`src/design/bhte_pkg.sv`:
```
`timescale 1ns / 1ps
// Shared constants, payload types and controller commands of the hash table engine.
package bhte_pkg;

  localparam int SlotsPerBucket  = 8;
  localparam int MainBuckets     = 1024;
  localparam int OverflowBuckets = 256;
  localparam int NodeIndexBits   = 20;
  localparam int TotalSlots      = (MainBuckets + OverflowBuckets) * SlotsPerBucket;
  localparam int SlotW           = $clog2(SlotsPerBucket);
  localparam int BucketW         = 10;
  localparam int OvfW            = $clog2(OverflowBuckets);
  localparam int CountW          = OvfW + 1;
  localparam int AddrW           = $clog2(TotalSlots);
  localparam int PaddrW          = 3;

  localparam logic [SlotW-1:0] LinkSlot = SlotW'(SlotsPerBucket - 1);

  // Request types.
  localparam logic [1:0] ReqLookup = 2'd0;
  localparam logic [1:0] ReqInsert = 2'd1;
  localparam logic [1:0] ReqRemove = 2'd2;

  // Result status codes.
  localparam logic [1:0] StOk       = 2'd0;
  localparam logic [1:0] StNotFound = 2'd1;
  localparam logic [1:0] StExists   = 2'd2;
  localparam logic [1:0] StNoSpace  = 2'd3;

  // Configuration register indexes.
  localparam logic RegBucketMask    = 1'b0;
  localparam logic RegOverflowLimit = 1'b1;

  typedef struct packed {
    logic [1:0]               req_type;
    logic [63:0]              hash_value;
    logic [NodeIndexBits-1:0] node_index;
    logic [31:0]              new_dpo_ctx;
    logic [7:0]               new_vft;
    logic [BucketW-1:0]       loc_bucket;
    logic [SlotW-1:0]         loc_entry;
    logic                     loc_overflow;
  } req_t;

  typedef struct packed {
    logic [1:0]               status;
    logic [NodeIndexBits-1:0] found_node;
    logic [31:0]              found_dpo_ctx;
    logic [7:0]               found_vft;
    logic [SlotW-1:0]         entry_slot;
    logic [BucketW-1:0]       bucket_index;
    logic                     in_overflow;
  } res_t;

  typedef struct packed {
    logic                     is_link;
    logic [15:0]              locks;
    logic [7:0]               vft;
    logic [31:0]              ctx;
    logic [NodeIndexBits-1:0] node;
    logic [63:0]              hash;
  } slot_t;

  typedef struct packed {
    logic [BucketW-1:0] bucket_mask;
    logic [CountW-1:0]  overflow_limit;
  } cfg_t;

  typedef enum logic [4:0] {
    CMD_NONE, CMD_INIT_CLR, CMD_ACCEPT, CMD_HIT, CMD_FILL, CMD_NEXT_SLOT,
    CMD_NEXT_BUCKET, CMD_NOT_FOUND, CMD_NO_SPACE, CMD_POP, CMD_TAKE_POP,
    CMD_TAKE_FRESH, CMD_CLR_NEW, CMD_LINK, CMD_FILL_NEW, CMD_RM_CLEAR,
    CMD_WALK_START, CMD_WALK_NEXT, CMD_UNLINK
  } cmd_e;

  typedef struct packed {
    logic hit;
    logic fillable;
    logic last_slot;
    logic link_ok;
    logic step_last;
    logic is_insert;
    logic room;
    logic stack_nonempty;
    logic fresh_ok;
    logic pop_zero;
    logic k_last;
    logic rm_bad;
    logic rd_link;
    logic cur_ovf;
    logic occupied;
    logic nxt_is_loc;
    logic clear_last;
  } status_t;

  // Slot address of slot i in a main or overflow bucket.
  function automatic logic [AddrW-1:0] slot_addr(input logic ovf,
                                                 input logic [BucketW-1:0] b,
                                                 input logic [SlotW-1:0] i);
    logic [AddrW-1:0] bk;
    bk = ovf ? AddrW'(MainBuckets) + AddrW'(b) : AddrW'(b);
    return (bk << SlotW) | AddrW'(i);
  endfunction

endpackage

```
`src/design/bhte_ctrl.sv`:
```
`timescale 1ns / 1ps
// Sequencer that steps the datapath through lookup, insert and remove.
module bhte_ctrl import bhte_pkg::*; (
  input  logic       clk_i,
  input  logic       rst_ni,
  input  logic       start,
  input  logic [1:0] req_type_i,
  input  status_t    status_i,
  output cmd_e       cmd_o,
  output logic       busy_o,
  output logic       done_o
);

  typedef enum logic [14:0] {
    ST_INIT   = 15'h0001,
    ST_IDLE   = 15'h0002,
    ST_S_WAIT = 15'h0004,
    ST_S_EVAL = 15'h0008,
    ST_A_POP  = 15'h0010,
    ST_A_CLR  = 15'h0020,
    ST_A_LINK = 15'h0040,
    ST_A_FILL = 15'h0080,
    ST_R_WAIT = 15'h0100,
    ST_R_EVAL = 15'h0200,
    ST_C_WAIT = 15'h0400,
    ST_C_EVAL = 15'h0800,
    ST_W_WAIT = 15'h1000,
    ST_W_EVAL = 15'h2000,
    ST_DONE   = 15'h4000
  } state_e;

  state_e state_q, state_d;

  // Next state and command.
  always_comb begin
    state_d = state_q;
    cmd_o   = CMD_NONE;
    case (state_q)
      ST_INIT: begin
        cmd_o = CMD_INIT_CLR;
        if (status_i.clear_last) state_d = ST_IDLE;
      end
      ST_IDLE: begin
        if (start) begin
          cmd_o = CMD_ACCEPT;
          case (req_type_i)
            ReqLookup, ReqInsert: state_d = ST_S_WAIT;
            ReqRemove:            state_d = ST_R_WAIT;
            default:              state_d = ST_DONE;
          endcase
        end
      end
      ST_S_WAIT: state_d = ST_S_EVAL;
      ST_S_EVAL: begin
        state_d = ST_DONE;
        if (status_i.hit) begin
          cmd_o = CMD_HIT;
        end else if (status_i.fillable) begin
          cmd_o = CMD_FILL;
        end else if (!status_i.last_slot) begin
          cmd_o   = CMD_NEXT_SLOT;
          state_d = ST_S_WAIT;
        end else if (status_i.link_ok) begin
          if (status_i.step_last) begin
            cmd_o = status_i.is_insert ? CMD_NO_SPACE : CMD_NOT_FOUND;
          end else begin
            cmd_o   = CMD_NEXT_BUCKET;
            state_d = ST_S_WAIT;
          end
        end else if (!status_i.is_insert) begin
          cmd_o = CMD_NOT_FOUND;
        end else if (!status_i.room) begin
          cmd_o = CMD_NO_SPACE;
        end else if (status_i.stack_nonempty) begin
          cmd_o   = CMD_POP;
          state_d = ST_A_POP;
        end else if (status_i.fresh_ok) begin
          cmd_o   = CMD_TAKE_FRESH;
          state_d = ST_A_CLR;
        end else begin
          cmd_o = CMD_NO_SPACE;
        end
      end
      ST_A_POP: begin
        if (status_i.pop_zero) begin
          cmd_o   = CMD_NO_SPACE;
          state_d = ST_DONE;
        end else begin
          cmd_o   = CMD_TAKE_POP;
          state_d = ST_A_CLR;
        end
      end
      ST_A_CLR: begin
        cmd_o = CMD_CLR_NEW;
        if (status_i.k_last) state_d = ST_A_LINK;
      end
      ST_A_LINK: begin
        cmd_o   = CMD_LINK;
        state_d = ST_A_FILL;
      end
      ST_A_FILL: begin
        cmd_o   = CMD_FILL_NEW;
        state_d = ST_DONE;
      end
      ST_R_WAIT: state_d = ST_R_EVAL;
      ST_R_EVAL: begin
        state_d = ST_DONE;
        if (!status_i.rm_bad && !status_i.rd_link) begin
          cmd_o = CMD_RM_CLEAR;
          if (status_i.cur_ovf) state_d = ST_C_WAIT;
        end
      end
      ST_C_WAIT: state_d = ST_C_EVAL;
      ST_C_EVAL: begin
        if (status_i.occupied) begin
          state_d = ST_DONE;
        end else if (!status_i.last_slot) begin
          cmd_o   = CMD_NEXT_SLOT;
          state_d = ST_C_WAIT;
        end else begin
          cmd_o   = CMD_WALK_START;
          state_d = ST_W_WAIT;
        end
      end
      ST_W_WAIT: state_d = ST_W_EVAL;
      ST_W_EVAL: begin
        state_d = ST_DONE;
        if (status_i.link_ok) begin
          if (status_i.nxt_is_loc) begin
            cmd_o = CMD_UNLINK;
          end else if (!status_i.step_last) begin
            cmd_o   = CMD_WALK_NEXT;
            state_d = ST_W_WAIT;
          end
        end
      end
      ST_DONE: state_d = ST_IDLE;
      default: state_d = ST_INIT;
    endcase
  end

  always_ff @(posedge clk_i or negedge rst_ni) begin
    if (!rst_ni) begin
      state_q <= ST_INIT;
    end else begin
      state_q <= state_d;
    end
  end

  assign busy_o = (state_q != ST_IDLE);
  assign done_o = (state_q == ST_DONE);

endmodule

```
`config.mk`:
```
export PLATFORM = sky130hd
export DESIGN_NAME = bhte_ctrl
export DESIGN_NICKNAME = d
export VERILOG_FILES = /design/src/design/bhte_pkg.sv /design/src/design/bhte_ctrl.sv
export SDC_FILE = /design/constraint.sdc
export NUM_CORES = 1
export LEC_CHECK = 0
export ABC_AREA = 1
export BUFFER_PORTS_ARGS = -buffer_cell sky130_fd_sc_hd__buf_2
export CAP_MARGIN = 20
export CORE_MARGIN = 2
export CORE_UTILIZATION = 35
export DETAILED_ROUTE_END_ITERATION = 10
export HOLD_SLACK_MARGIN = 0.05
export PLACE_DENSITY_LB_ADDON = 0.3
export SLEW_MARGIN = 30
export SYNTH_ARGS = -nofsm -noshare
export SYNTH_HDL_FRONTEND = slang
export SYNTH_SLANG_ARGS = --single-unit
```
`constraint.sdc`:
```
create_clock -name clk_i -period 2.34 [get_ports clk_i]
set_input_delay 0.234 -clock clk_i [delete_from_list [all_inputs] [get_ports clk_i]]
set_output_delay 0.234 -clock clk_i [all_outputs]
set_load 0.05 [all_outputs]
```
==> metrics.cfg <==
[critical_path]
timing.rr.end = state_q[2]$_DFFE_PN0P_
crit_required_ns = 2.11
cp_slowest_cell = dfrtp_1
crit_fanout = 6
critical_path.cell_chain = nor2_2 > nand2_2 > nor2_4 > inv_2 > nor4_2 > nand2_1 > nand4_1 > clkbuf_4
critPathKind = reg2out
rrSetupSlack_ns = 0.59
reg2reg_depth = 10
cpPeakStageDelay_ns = 0.40
worst-endpoint-arrival_ns = 1.91
reg2reg_from = state_q[7]$_DFFE_PN0P_
start_kind = flop
crit_path_end_kind = output port

[synth]
synth_cell_types = 30
synth-seq-cells = 15
ys_warn_count = 0
synth.top_cells.by_area = dfrtp_1 27%, nor2_1 10%, nand2_1 9.9%
synthesis.nets = 221
avgSynthCellArea_um2 = 6.51
yosysSeqAreaShare = 0.291
synth-edff-count = 0
synth_area_leader_cell = dfrtp_1
netlist_area_um2 = 1290
yosys.area.top_type_share = 0.271
syn_inst = 199
synthArstFlopShare = 1.00
synthFlopType = dfrtp_1

[floorplanning]
fp.dieH_um = 64.8
top_level_ports = 29
fp.coreArea_um2 = 3610
dieWidth_um = 64.8
die_area_um2 = 4200
start_util = 0.359
placementRows = 22

[place]
io_buffers = 28
place_hpwl_mm = 2.69
place.gp.congestion = 0.879

[timing]
fin_tns_setup_ns = 0
finalSetupViolCount = 0
hold_viol_final = 0
rsz0062_at_grt = false
skew_ns = 0.00440
relSlewSlack = 0.763
fin_crit_ns = 2.14
worstMarginPinSlew_ns = 0.355
fmax_ghz = 0.467
min_period_over_period = 0.914
slew_violations = 0

[power_and_ir_drop]
p_per_area_nw_per_um2 = 649
leakagePower_uw = 0.000877
ir_worst_vdd_mv = 0.397
finalPower_uw = 1030

[route]
dr.first_iter.drc_count = 43
drc = 0
num_vias = 1343
totalWireLength_mm = 3.35
wl_per_cell_um = 11.8
detail-route-antenna-nets = 0
first_pass_iters = 4
vias_per_cell = 4.75

[layout]
max_flop_register = state_q
final-seq-area_um2 = 377
area_growth_pct = 22.0
final_nets = 258
multiInputGateArea_um2 = 781
fill_cells = 402
reg_top3 = state_q x15
largest_reg_flops = 15
diodes = 0
drive_above_1_share = 0.302

[hold_path]
holdPathEnd = state_q[4]$_DFFE_PN0P_
min-delay-start = status_i[10]
hold_class = in2reg
holdPathStages = 3

[clock_tree]
clkSlewWorstSetupHoldPaths_ns = 0.06
clkLatencyLatePin_ns = 0.25
cts_tree = yes
h-tree-depth = 1
clockBufferDepth = 2
cts_root_buf = clkbuf_8
cts.sinks = 15
numCtsBuffers = 3

[grt]
grt_pass1_vias = 1248
track_usage = 0.165
grt_pass1_wl_mm = 5.35
grt_remaining_overflow = 0
grt_start_max_net_pins = 16
antenna_found_initial = 0

[flow_run]
cap_violations = 0

[status]
outcome = complete, no violations

## synthesized netlist by cell type, types with 2 or more instances
cell type  number
o21ai_1         2
and3_1          2
nand2_2        12
nor2_1         36
nor3_1          2
nand2_1        34
a21oi_1         6
nor2_4          3
o21ai_0         7
nand2_4         2
inv_1          32
nor2_2          6
nand3_1        17
inv_2           4
dfrtp_1        14
nand4_1         6
## worst max-delay path by stage
stage | start | slack [ns] | end | depth (start not counted)
after global placement | state_q[4]$_DFFE_PN0P_ | 0.36 | cmd_o[0] | 8
after CTS | state_q[2]$_DFFE_PN0P_ | 0.06 | cmd_o[2] | 8
after global routing | state_q[7]$_DFFE_PN0P_ | 0.05 | cmd_o[0] | 8
after floorplan | state_q[10]$_DFFE_PN0P_ | 0.15 | cmd_o[1] | 5
after detailed placement | state_q[2]$_DFFE_PN0P_ | 0.33 | cmd_o[0] | 8
final | state_q[7]$_DFFE_PN0P_ | 0.20 | cmd_o[2] | 8
## layer usage
metal,up-vias,track usage,wire (µm)
met3,4,0.0191,134
met1,603,0.209,1600
met2,41,0.290,1580
li1,695,-,-
met4,0,0.0532,38
met5,-,0,0
## logic make-up after synthesis
kind of cell,count (synthesis),share of synthesized area
simple gates,129,0.519
buf+inv,37,0.113
flops,15,0.291
compound gates,18,0.0773
## through the flow
step                      hold WS, ns  worst slack (ns)  cell area (µm²)  std cells  utilization
after floorplan               -0.0616             0.150             1290        199            -
after global placement          0.159             0.362             1480        274        0.412
after detailed placement        0.162             0.335             1480        274        0.412
after CTS                       0.258            0.0604             1540        279        0.427
after global routing            0.273            0.0470             1580        283        0.438
final                           0.258             0.200             1580        283        0.438
## final cells by class
| cell class | count | share of cell area |
|---|---|---|
| clock buffer | 4 | 0.0285 |
| inverter | 36 | 0.0855 |
| multi-input combinational | 148 | 0.494 |
| sequential | 15 | 0.238 |
| tap | 48 | 0.0380 |
| timing repair buffer | 32 | 0.116 |
## timing repair
item / in CTS / in global routing
hold endpoints to repair: 14 / 0
resized for setup: 0 / 5
hold buffers: 1 / 0
endpoints found under the setup margin: 0 / 5
setup buffers: 0 / 3
## placed cells by master, fill, tap and decap left out, drive strengths merged, types with 2 or more instances in the layout
cell type	synthesis	final
a21oi	7	7
o21ai	9	9
or2	3	3
and3	2	2
nand4	6	6
nand3	19	19
buf	1	27
dfrtp	14	14
nor3	2	2
nor2	46	47
nand2	48	48
inv	36	36
clkbuf	0	8
## worst max-delay path: cells and delay by family, from the launching register on
family / cells / cell delay, ns
DFF: 1 / 0.40
buffers and inverters: 2 / 0.29
and+or+nand+nor: 6 / 0.98
## where the power goes
group / internal (µW) / total, µW / switching, µW
combinational: 171 / 514 / 343
sequential: 286 / 301 / 15.1
clock: 120 / 211 / 90.7
Power figures use the tool's default switching activity.
