--- config.mk ---
export PLATFORM = sky130hd
export DESIGN_NAME = bhte_cfg
export DESIGN_NICKNAME = d
export VERILOG_FILES = /design/src/design/bhte_pkg.sv /design/src/design/bhte_cfg.sv
export SDC_FILE = /design/constraint.sdc
export NUM_CORES = 1
export LEC_CHECK = 0
export ABC_AREA = 0
export BUFFER_PORTS_ARGS = -buffer_cell sky130_fd_sc_hd__buf_2
export CORE_MARGIN = 2
export CORE_UTILIZATION = 40
export DETAILED_ROUTE_END_ITERATION = 8
export GPL_ROUTABILITY_DRIVEN = 0
export PLACE_DENSITY_LB_ADDON = 0.15
export RECOVER_POWER = 100
export SYNTH_ARGS = -nofsm -noshare
export SYNTH_HDL_FRONTEND = slang
export SYNTH_SLANG_ARGS = --single-unit
--- constraint.sdc ---
create_clock -name clk_i -period 1.57 [get_ports clk_i]
set_clock_uncertainty 0.2 [all_clocks]
set_input_delay 0.314 -clock clk_i [delete_from_list [all_inputs] [get_ports clk_i]]
set_output_delay 0.314 -clock clk_i [all_outputs]
set_load 0.02 [all_outputs]
--- src/design/bhte_pkg.sv ---
`timescale 1ns / 1ps
// Shared constants, payload types and controller commands of the hash table engine.
package bhte_pkg;

  localparam int SlotsPerBucket  = 8;
  localparam int MainBuckets     = 1024;
  localparam int OverflowBuckets = 256;
  localparam int NodeIndexBits   = 20;
  localparam int TotalSlots      = (MainBuckets + OverflowBuckets) * SlotsPerBucket;
  localparam int SlotW           = $clog2(SlotsPerBucket);
  localparam int BucketW         = 10;
  localparam int OvfW            = $clog2(OverflowBuckets);
  localparam int CountW          = OvfW + 1;
  localparam int AddrW           = $clog2(TotalSlots);
  localparam int PaddrW          = 3;

  localparam logic [SlotW-1:0] LinkSlot = SlotW'(SlotsPerBucket - 1);

  // Request types.
  localparam logic [1:0] ReqLookup = 2'd0;
  localparam logic [1:0] ReqInsert = 2'd1;
  localparam logic [1:0] ReqRemove = 2'd2;

  // Result status codes.
  localparam logic [1:0] StOk       = 2'd0;
  localparam logic [1:0] StNotFound = 2'd1;
  localparam logic [1:0] StExists   = 2'd2;
  localparam logic [1:0] StNoSpace  = 2'd3;

  // Configuration register indexes.
  localparam logic RegBucketMask    = 1'b0;
  localparam logic RegOverflowLimit = 1'b1;

  typedef struct packed {
    logic [1:0]               req_type;
    logic [63:0]              hash_value;
    logic [NodeIndexBits-1:0] node_index;
    logic [31:0]              new_dpo_ctx;
    logic [7:0]               new_vft;
    logic [BucketW-1:0]       loc_bucket;
    logic [SlotW-1:0]         loc_entry;
    logic                     loc_overflow;
  } req_t;

  typedef struct packed {
    logic [1:0]               status;
    logic [NodeIndexBits-1:0] found_node;
    logic [31:0]              found_dpo_ctx;
    logic [7:0]               found_vft;
    logic [SlotW-1:0]         entry_slot;
    logic [BucketW-1:0]       bucket_index;
    logic                     in_overflow;
  } res_t;

  typedef struct packed {
    logic                     is_link;
    logic [15:0]              locks;
    logic [7:0]               vft;
    logic [31:0]              ctx;
    logic [NodeIndexBits-1:0] node;
    logic [63:0]              hash;
  } slot_t;

  typedef struct packed {
    logic [BucketW-1:0] bucket_mask;
    logic [CountW-1:0]  overflow_limit;
  } cfg_t;

  typedef enum logic [4:0] {
    CMD_NONE, CMD_INIT_CLR, CMD_ACCEPT, CMD_HIT, CMD_FILL, CMD_NEXT_SLOT,
    CMD_NEXT_BUCKET, CMD_NOT_FOUND, CMD_NO_SPACE, CMD_POP, CMD_TAKE_POP,
    CMD_TAKE_FRESH, CMD_CLR_NEW, CMD_LINK, CMD_FILL_NEW, CMD_RM_CLEAR,
    CMD_WALK_START, CMD_WALK_NEXT, CMD_UNLINK
  } cmd_e;

  typedef struct packed {
    logic hit;
    logic fillable;
    logic last_slot;
    logic link_ok;
    logic step_last;
    logic is_insert;
    logic room;
    logic stack_nonempty;
    logic fresh_ok;
    logic pop_zero;
    logic k_last;
    logic rm_bad;
    logic rd_link;
    logic cur_ovf;
    logic occupied;
    logic nxt_is_loc;
    logic clear_last;
  } status_t;

  // Slot address of slot i in a main or overflow bucket.
  function automatic logic [AddrW-1:0] slot_addr(input logic ovf,
                                                 input logic [BucketW-1:0] b,
                                                 input logic [SlotW-1:0] i);
    logic [AddrW-1:0] bk;
    bk = ovf ? AddrW'(MainBuckets) + AddrW'(b) : AddrW'(b);
    return (bk << SlotW) | AddrW'(i);
  endfunction

endpackage

--- src/design/bhte_cfg.sv ---
`timescale 1ns / 1ps
// Configuration registers behind the APB-style port.
module bhte_cfg import bhte_pkg::*; (
  input  logic              clk_i,
  input  logic              rst_ni,
  input  logic              psel,
  input  logic              penable,
  input  logic              pwrite,
  input  logic [PaddrW-1:0] paddr,
  input  logic [31:0]       pwdata,
  output logic [31:0]       prdata,
  output logic              pready,
  output cfg_t              cfg_o
);

  cfg_t cfg_q, cfg_d;
  logic wr_beat;

  assign pready  = 1'b1;
  assign wr_beat = psel && penable && pwrite;

  // Register write on the access beat.
  always_comb begin
    cfg_d = cfg_q;
    if (wr_beat) begin
      case (paddr[2])
        RegBucketMask:    cfg_d.bucket_mask = pwdata[BucketW-1:0];
        RegOverflowLimit: cfg_d.overflow_limit = pwdata[CountW-1:0];
        default:          cfg_d = cfg_q;
      endcase
    end
  end

  always_ff @(posedge clk_i or negedge rst_ni) begin
    if (!rst_ni) begin
      cfg_q.bucket_mask    <= BucketW'(MainBuckets - 1);
      cfg_q.overflow_limit <= CountW'(OverflowBuckets);
    end else begin
      cfg_q <= cfg_d;
    end
  end

  // Read data mux.
  always_comb begin
    case (paddr[2])
      RegBucketMask:    prdata = 32'(cfg_q.bucket_mask);
      RegOverflowLimit: prdata = 32'(cfg_q.overflow_limit);
      default:          prdata = '0;
    endcase
  end

  assign cfg_o = cfg_q;

endmodule

==> run metrics, run 1 <==
status=finished, violations left; violated checks=negative setup slack; initial antenna violation count=0; fin. max-slew vios=0; CTS Sinks=19; H-tree depth=1; CP Launch Type=flop; worst-path fanout max=3; final WL=2020 um; worst path bufs/invs=1; Buffers on Ports=44; worst min path class=primary input to flop; CP Class=flop to primary output; vias in the first global route=680; I/O pin total=92; root buffer cell=clkbuf_4; Antenna Violating Nets Remaining=0; max_cap viols=0; antenna cell count=0; Worst VDD drop=945 uV; Largest stage delay, worst path=570 ps; Synth cell types=11; Worst setup EP type=primary output; clk_lat worst skew=290 ps; Clock Pin Slew Worst Setup and Hold Paths=110 ps; Via Count=683; CTS max path bufs=2; core area=0.00250 mm^2; Core Util, Final=54.1%; grt met3 use=4.65%; drt initial violations=1; first-pass GRT wire length=3270 um; Final Hold Violating Endpoints=0; CTS tree=done; M1 GR Usage=17.5%; worst-path cell chain=mux2_4, buf_6; dpl hpwl=1400 um; Final setup viols=10; Die W=55.6 um; final worst path period share=105%; TNS Setup=-556 ps; WL/cell=12.9 um; leakage=0.696 nW; CP max-delay cell=dfstp_2; commonest cells after routing, fill and taps aside=conb_1 (23), buf_2 (18), mux2_4 (12), dfstp_2 (11), buf_4 (11); Netlist Area Pre-Place=0.00107 mm^2; Yosys reg bits=19; power per cell area=1320 mW/mm^2; 1st-pass router iterations=4; Worst Path Arrival=1130 ps; GR Util met2=22.4%; Die H=55.6 um; nets=167; P&R area growth vs syn=26.8%; Initial Utilization=42.6%; max reg flops=19; GRT Residual Overflow=0; RSZ-0062 raised after global routing=true; CTS buffer count=3; Seq/Total Area, Yosys=45.9%; vias per inst=4.38; Max-slew headroom=62.9%; DRC viols=0; Die Area=0.00309 mm^2; Worst EP required=1060 ps; Syn Area/Cell=13.8 um^2; fmax=0.608 GHz; final worst setup slack=-74.0 ps; commonest non-fill, non-tap cell in the layout=conb_1; Tightest Pin Transition=555 ps; GRT Total Usage=13.6%; Yosys warning count=0; Min Clock Period, post-route=1640 ps; layout cell share with drive strength beyond 1=63.5%; largest net degree at the start of global routing=20; Top delay family on crit path=flip-flops; Post-Synthesis Cells=77; row count=18; most used routing layer=met2
==> per-layer routing <==
metal  share of wire [%]  vias up  wire [um]
met3                 7.2        2        145
li1                    -      314          -
met5                   0        -          0
met1                  43      326        860
met2                  50       41       1000
met4                0.59        0         12
==> path summary, 6_finish.rpt <==
kind	slack, ps	to	start	cells after the start
min in group asynchronous	290	cfg_o[7]$_DFFE_PN0P_	rst_ni	2
setup reg to reg	480	cfg_o[6]$_DFFE_PN0P_	cfg_o[6]$_DFFE_PN0P_	2
setup / recovery	-70	prdata[4]	cfg_o[13]$_DFFE_PN1P_	2
hold / removal	30	cfg_o[18]$_DFFE_PN1P_	pwdata[9]	2
hold reg to reg	350	cfg_o[3]$_DFFE_PN0P_	cfg_o[3]$_DFFE_PN0P_	1
max in group asynchronous	530	cfg_o[9]$_DFFE_PN1P_	rst_ni	2
==> where the power goes <==
part | internal (W) | switching [W] | leakage, nW | total (W)
combinational | 0.000393 | 0.000421 | 0.467 | 0.000814
sequential | 0.000644 | 0.0000825 | 0.212 | 0.000727
clock | 0.0000947 | 0.000155 | 0.0177 | 0.000249
==> through the flow <==
step	instances	hold slack, ps	setup WS [ps]	power, W	area (um^2)
6_report	156	33.0	-74.0	0.00179	1350
2_1_floorplan	98	-182	121	0.00124	1140
4_1_cts	155	35.4	-82.9	0.00182	1370
5_1_grt	156	27.2	-121	0.00188	1350
3_5_place_dp	148	73.5	-81.0	0.00142	1220
3_3_place_gp	148	77.9	-76.3	0.00141	1220
==> what timing repair did <==
item / in CTS / in global routing
hold buffers: 1 / 0
gates cloned: 0 / 0
setup buffers: 2 / 1
endpoints found under the setup margin: 10 / 18
hold endpoints to repair: 8 / 0
gates resized for setup: 29 / 6
==> final cells by class <==
type | instances | area [um^2]
timing repair buffer | 49 | 329
fill | 226 | 1150
sequential | 19 | 489
tap | 30 | 37.5
clock buffer | 3 | 22.5
clock inverter | 1 | 5.00
multi-input combinational | 54 | 468
==> cells by family (layout without fill, tap and decap cells) <==
| group | Yosys count | count (layout) | synth area share [%] |
|---|---|---|---|
| flip-flops | 19 | 19 | 45.9 |
| multiplexers | 28 | 28 | 33.1 |
| AND/OR/NAND/NOR | 3 | 3 | 2.58 |
| other | 2 | 23 | 0.704 |
| buffers and inverters | 25 | 53 | 17.7 |
==> cells in the mapped netlist (all sizes together) <==
master	n	share of area, %
mux2	28	33
nor2b	1	0.59
dfstp	11	27
conb	2	0.70
nand4	1	1.2
buf	25	18
dfrtp	8	19
nand4b	1	0.82
(Power assumes the default switching activity.)
==> inputs of run 2 (changes only) <==
Clock period 1.57 ns to 1.95 ns, I/O delays scaled along.
==> run metrics, run 2 (synthesis gave the netlist of run 1 again) <==
status=finished, final reports clean; Via Count=686; max_cap viols=0; CP max-delay cell=dfstp_2; Core Util, Final=47.6%; Max-slew headroom=31.1%; CP Launch Type=flop; Worst EP required=1360 ps; power per cell area=1070 mW/mm^2; commonest cells after routing, fill and taps aside=clkbuf_1 (27), conb_1 (23), mux2_2 (18), buf_2 (18), dfstp_2 (9); # hold bufs at CTS=1; Worst VDD drop=538 uV; Worst Hold Depth=2; RR Startpoint=cfg_o[1]$_DFFE_PN0P_; P&R area growth vs syn=11.6%; largest net degree at the start of global routing=20; RSZ-0062 raised after global routing=false; reg-to-reg slack, setup=960 ps; CTS buffer count=3; H-tree depth=1; post-CTS setup buffer count=0; Antenna Violating Nets Remaining=0; vias per inst=4.48; GRT Residual Overflow=0; Die H=55.6 um; Die Area=0.00309 mm^2; PostCTS Resize Cnt=0; first-pass GRT wire length=3010 um; row count=18; Placed Instances=148; 1st-pass router iterations=3; Clock Pin Slew Worst Setup and Hold Paths=120 ps; Worst Hold Endpoint=cfg_o[14]$_DFFE_PN1P_; Finished Layout Cells=153; DRC viols=0; Hold Startpoint=pwdata[5]; commonest non-fill, non-tap cell in the layout=clkbuf_1; reg-to-reg endpoint=cfg_o[1]$_DFFE_PN0P_; clk_lat worst skew=300 ps; TNS Setup=0 ps; root buffer cell=clkbuf_4; CP Class=flop to primary output; CTS tree=done; leakage=0.552 nW; CTS Sinks=19; Buffers on Ports=44; initial antenna violation count=0; worst-path cell chain=mux2_2, clkbuf_1; fin. max-slew vios=0; Cell Area, Placed=0.00122 mm^2; Tightest Pin Transition=1030 ps; Fillers=268; antenna cell count=0; fmax=0.551 GHz; final WL=1900 um; drt initial violations=3; Initial Utilization=42.6%; dpl hpwl=1400 um; final worst path period share=93.1%; reg2reg path depth=1; GRT Total Usage=12.9%; worst-path fanout max=3; CTS max path bufs=2; nets=164; layout cell share with drive strength beyond 1=42.3%; Worst setup EP type=primary output; worst min path class=primary input to flop; post-route cell area=0.00119 mm^2; Worst Path Arrival=1230 ps; Final Hold Violating Endpoints=0; max reg flops=19; core area=0.00250 mm^2; vias in the first global route=618; Largest stage delay, worst path=560 ps; Final setup viols=0; Min Clock Period, post-route=1820 ps; I/O pin total=92; Die W=55.6 um; WL/cell=12.4 um
run 2: changes by cell type in the layout (fill, tap and decap cells not counted):
cell,delta
clkbuf_2,-6
dfstp_2,-2
dfstp_1,+2
buf_6,-9
mux2_4,-9
clkbuf_1,+23
buf_4,-11
mux2_2,+9
run 2: stage by stage:
stage | setup slack, ps | total power, W | hold WS [ps]
5_1_grt | 73.4 | 0.00135 | 97.6
6_report | 135 | 0.00128 | 105
4_1_cts | 159 | 0.00135 | 109
3_5_place_dp | 159 | 0.00114 | 155
2_1_floorplan | 382 | 0.000998 | -106
3_3_place_gp | 167 | 0.00113 | 152
run 2: worst max-delay path by stage:
stage | start | end | slack (ps) | depth (start not counted)
2_1_floorplan | paddr[2] | prdata[0] | 380 | 2
3_3_place_gp | paddr[2] | prdata[6] | 170 | 3
3_5_place_dp | paddr[2] | prdata[6] | 160 | 3
4_1_cts | paddr[2] | prdata[6] | 160 | 3
5_1_grt | cfg_o[16]$_DFFE_PN1P_ | prdata[7] | 70 | 2
6_report | cfg_o[12]$_DFFE_PN1P_ | prdata[3] | 130 | 2
run 2: layer usage:
layer  routed length (um)  GRT usage (%)  up-vias  part of all wire, %
li1                     -              -      307                    -
met1                  795           16.3      334                   42
met2                  928           20.7       40                   49
met3                  139           2.33        5                  7.3
met4                   40           7.32        0                  2.1
met5                    0              0        -                    0
run 2: power by group:
part | total, W | leakage (nW) | switching, W | internal [W]
clock | 0.000206 | 0.0177 | 0.000129 | 0.0000765
combinational | 0.000490 | 0.324 | 0.000317 | 0.000173
sequential | 0.000581 | 0.211 | 0.0000654 | 0.000515
total | 0.00128 | 0.552 | 0.000511 | 0.000765
run 2: layout make-up:
class | instances | area (um^2) | share of cell area, %
clock buffers | 3 | 22.5 | 1.89
well taps | 30 | 37.5 | 3.15
clock inverters | 1 | 5.00 | 0.421
multi-input cells | 54 | 434 | 36.5
flip-flops and latches | 19 | 489 | 41.1
repair buffers | 46 | 201 | 16.9
run 2: critical path: cells and delay by family (launching register included):
kind / cells / cell delay (ps)
buf+inv: 1 / 220
flops: 1 / 560
mux: 1 / 140
==> inputs of run 3 (changes only) <==
Settings changed: ABC_AREA 0 to 1, CORE_UTILIZATION 40 to 41, GPL_ROUTABILITY_DRIVEN 0 to 1.
==> run metrics, run 3 <==
nets=228; commonest non-fill, non-tap cell in the layout=nand2_1; Die H=56.1 um; top-count cell post-synth=nand2_1; 1st-pass router iterations=5; root buffer cell=clkbuf_4; drt initial violations=24; Worst Path Arrival=1190 ps; commonest cells after routing, fill and taps aside=nand2_1 (65), conb_1 (23), clkbuf_1 (23), buf_2 (20), nand3_1 (19); CTS buffer count=3; largest net degree at the start of global routing=20; Worst VDD drop=484 uV; CTS Sinks=19; Final Hold Violating Endpoints=0; Synth cell types=14; Min Clock Period, post-route=1780 ps; final WL=2360 um; layout cell share with drive strength beyond 1=23.0%; Worst setup EP type=primary output; GRT Total Usage=15.3%; max_cap viols=0; area of the multi-input gates=467 um^2; Netlist Area Pre-Place=0.00111 mm^2; leakage=0.711 nW; TNS Setup=0 ps; Cell Area, Placed=0.00126 mm^2; Die W=56.1 um; first-pass GRT wire length=3800 um; clk_lat worst skew=290 ps; Via Count=958; Clock Pin Slew Worst Setup and Hold Paths=110 ps; predominant post-synthesis flop cell=dfstp_2; Seq/Total Area, Yosys=43.9%; final worst setup slack=171 ps; CTS tree=done; Max-slew headroom=32.6%; antenna cell count=0; commonest cells in the netlist=nand2_1 (65), buf_4 (23), nand3_1 (19); status=finished, final reports clean; grt met3 use=3.49%; vias in the first global route=837; worst min path class=primary input to flop; Worst EP required=1360 ps; GRT Residual Overflow=0; Core Util, Final=50.1%; largest area contributor in the netlist=dfstp_2; post-CTS setup buffer count=0; CTS max path bufs=2; Fillers=279; Initial Utilization=44.2%; post-route cell area=0.00126 mm^2; CP Launch Type=flop; RSZ-0062 raised after global routing=false; Die Area=0.00315 mm^2; Buffers on Ports=44; Antenna Violating Nets Remaining=0; Final setup viols=0; storage element area=489 um^2; Post-Synthesis Cells=141; power per cell area=936 mW/mm^2; fmax=0.562 GHz; dpl ws=224 ps; Yosys reg bits=19; H-tree depth=1; max reg flops=19; WL/cell=10.9 um; dpl hpwl=1730 um; row count=18; CP Class=flop to primary output; initial antenna violation count=0; Tightest Pin Transition=1010 ps; DRC viols=0; reg2reg path depth=2; core area=0.00252 mm^2; most used routing layer=met2; top post-synthesis cells by area=dfstp_2 (26%), nand2_1 (22%), dfrtp_1 (18%); fin. max-slew vios=0; Worst Hold Depth=3; M1 GR Usage=19.3%; I/O pin total=92; worst-path fanout max=3; P&R area growth vs syn=13.4%; Post-synth EDFFs=0; top cell type's share of synthesized area=25.9%; PostCTS Resize Cnt=0; GR Util met2=25.7%; Yosys warning count=0; vias per inst=4.41; final worst path period share=91.2%; Async S/R FF share, synth=100%; gpl congestion=0.689; Syn Area/Cell=7.91 um^2
run 3: final cells by class:
class / count / share of cell area, %
flip-flops and latches: 19 / 38.7
multi-input cells: 112 / 36.9
repair buffers: 49 / 18.3
well taps: 30 / 2.97
clock buffers: 3 / 1.78
inverters: 3 / 0.891
clock inverters: 1 / 0.396
run 3: repair_timing:
action	CTS	global route
hold buffers	1	0
endpoints found under the hold margin	8	0
endpoints found under the setup margin	0	0
run 3: worst max-delay path: stages (launching register included):
cell and delay (ps):
dfstp_2 550, inv_1 40, nor2_1 70, clkbuf_1 240
run 3: final timing paths:
check / startpoint / to / slack, ps
min in group asynchronous: rst_ni / cfg_o[5]$_DFFE_PN0P_ / 570
min: pwdata[9] / cfg_o[18]$_DFFE_PN1P_ / 100
max: cfg_o[18]$_DFFE_PN1P_ / prdata[9] / 170
max reg2reg: cfg_o[17]$_DFFE_PN1P_ / cfg_o[17]$_DFFE_PN1P_ / 1010
max in group asynchronous: rst_ni / cfg_o[2]$_DFFE_PN0P_ / 370
min reg2reg: cfg_o[18]$_DFFE_PN1P_ / cfg_o[18]$_DFFE_PN1P_ / 280
run 3: per-stage QoR:
stage	hold WS [ps]	total power [W]	std cells
global placement	146	0.00101	212
CTS	90.9	0.00122	217
finish	104	0.00118	217
detailed placement	154	0.00102	212
global route	98.4	0.00126	217
floorplan	-106	0.000893	162
run 3: report_power, final:
part	switching (W)	internal (W)
Combinational	0.000312	0.000115
Sequential	0.0000574	0.000497
Clock	0.000124	0.0000763
Total	0.000494	0.000689
run 3: cells by family (layout without fill, tap and decap cells):
group                  count (synthesis)  in the layout  share of synthesized area (%)
buffers and inverters                 31             56                           20.9
DFF                                   19             19                           43.9
and+or+nand+nor                       89             89                           34.6
other                                  2             23                          0.674
run 3: per-layer routing:
layer	share of wire, %	vias to the layer above	wire length [um]
met1	43	425	1020
met2	47	45	1110
met4	0.51	0	12
met5	0	-	0
li1	-	486	-
met3	9.1	2	215
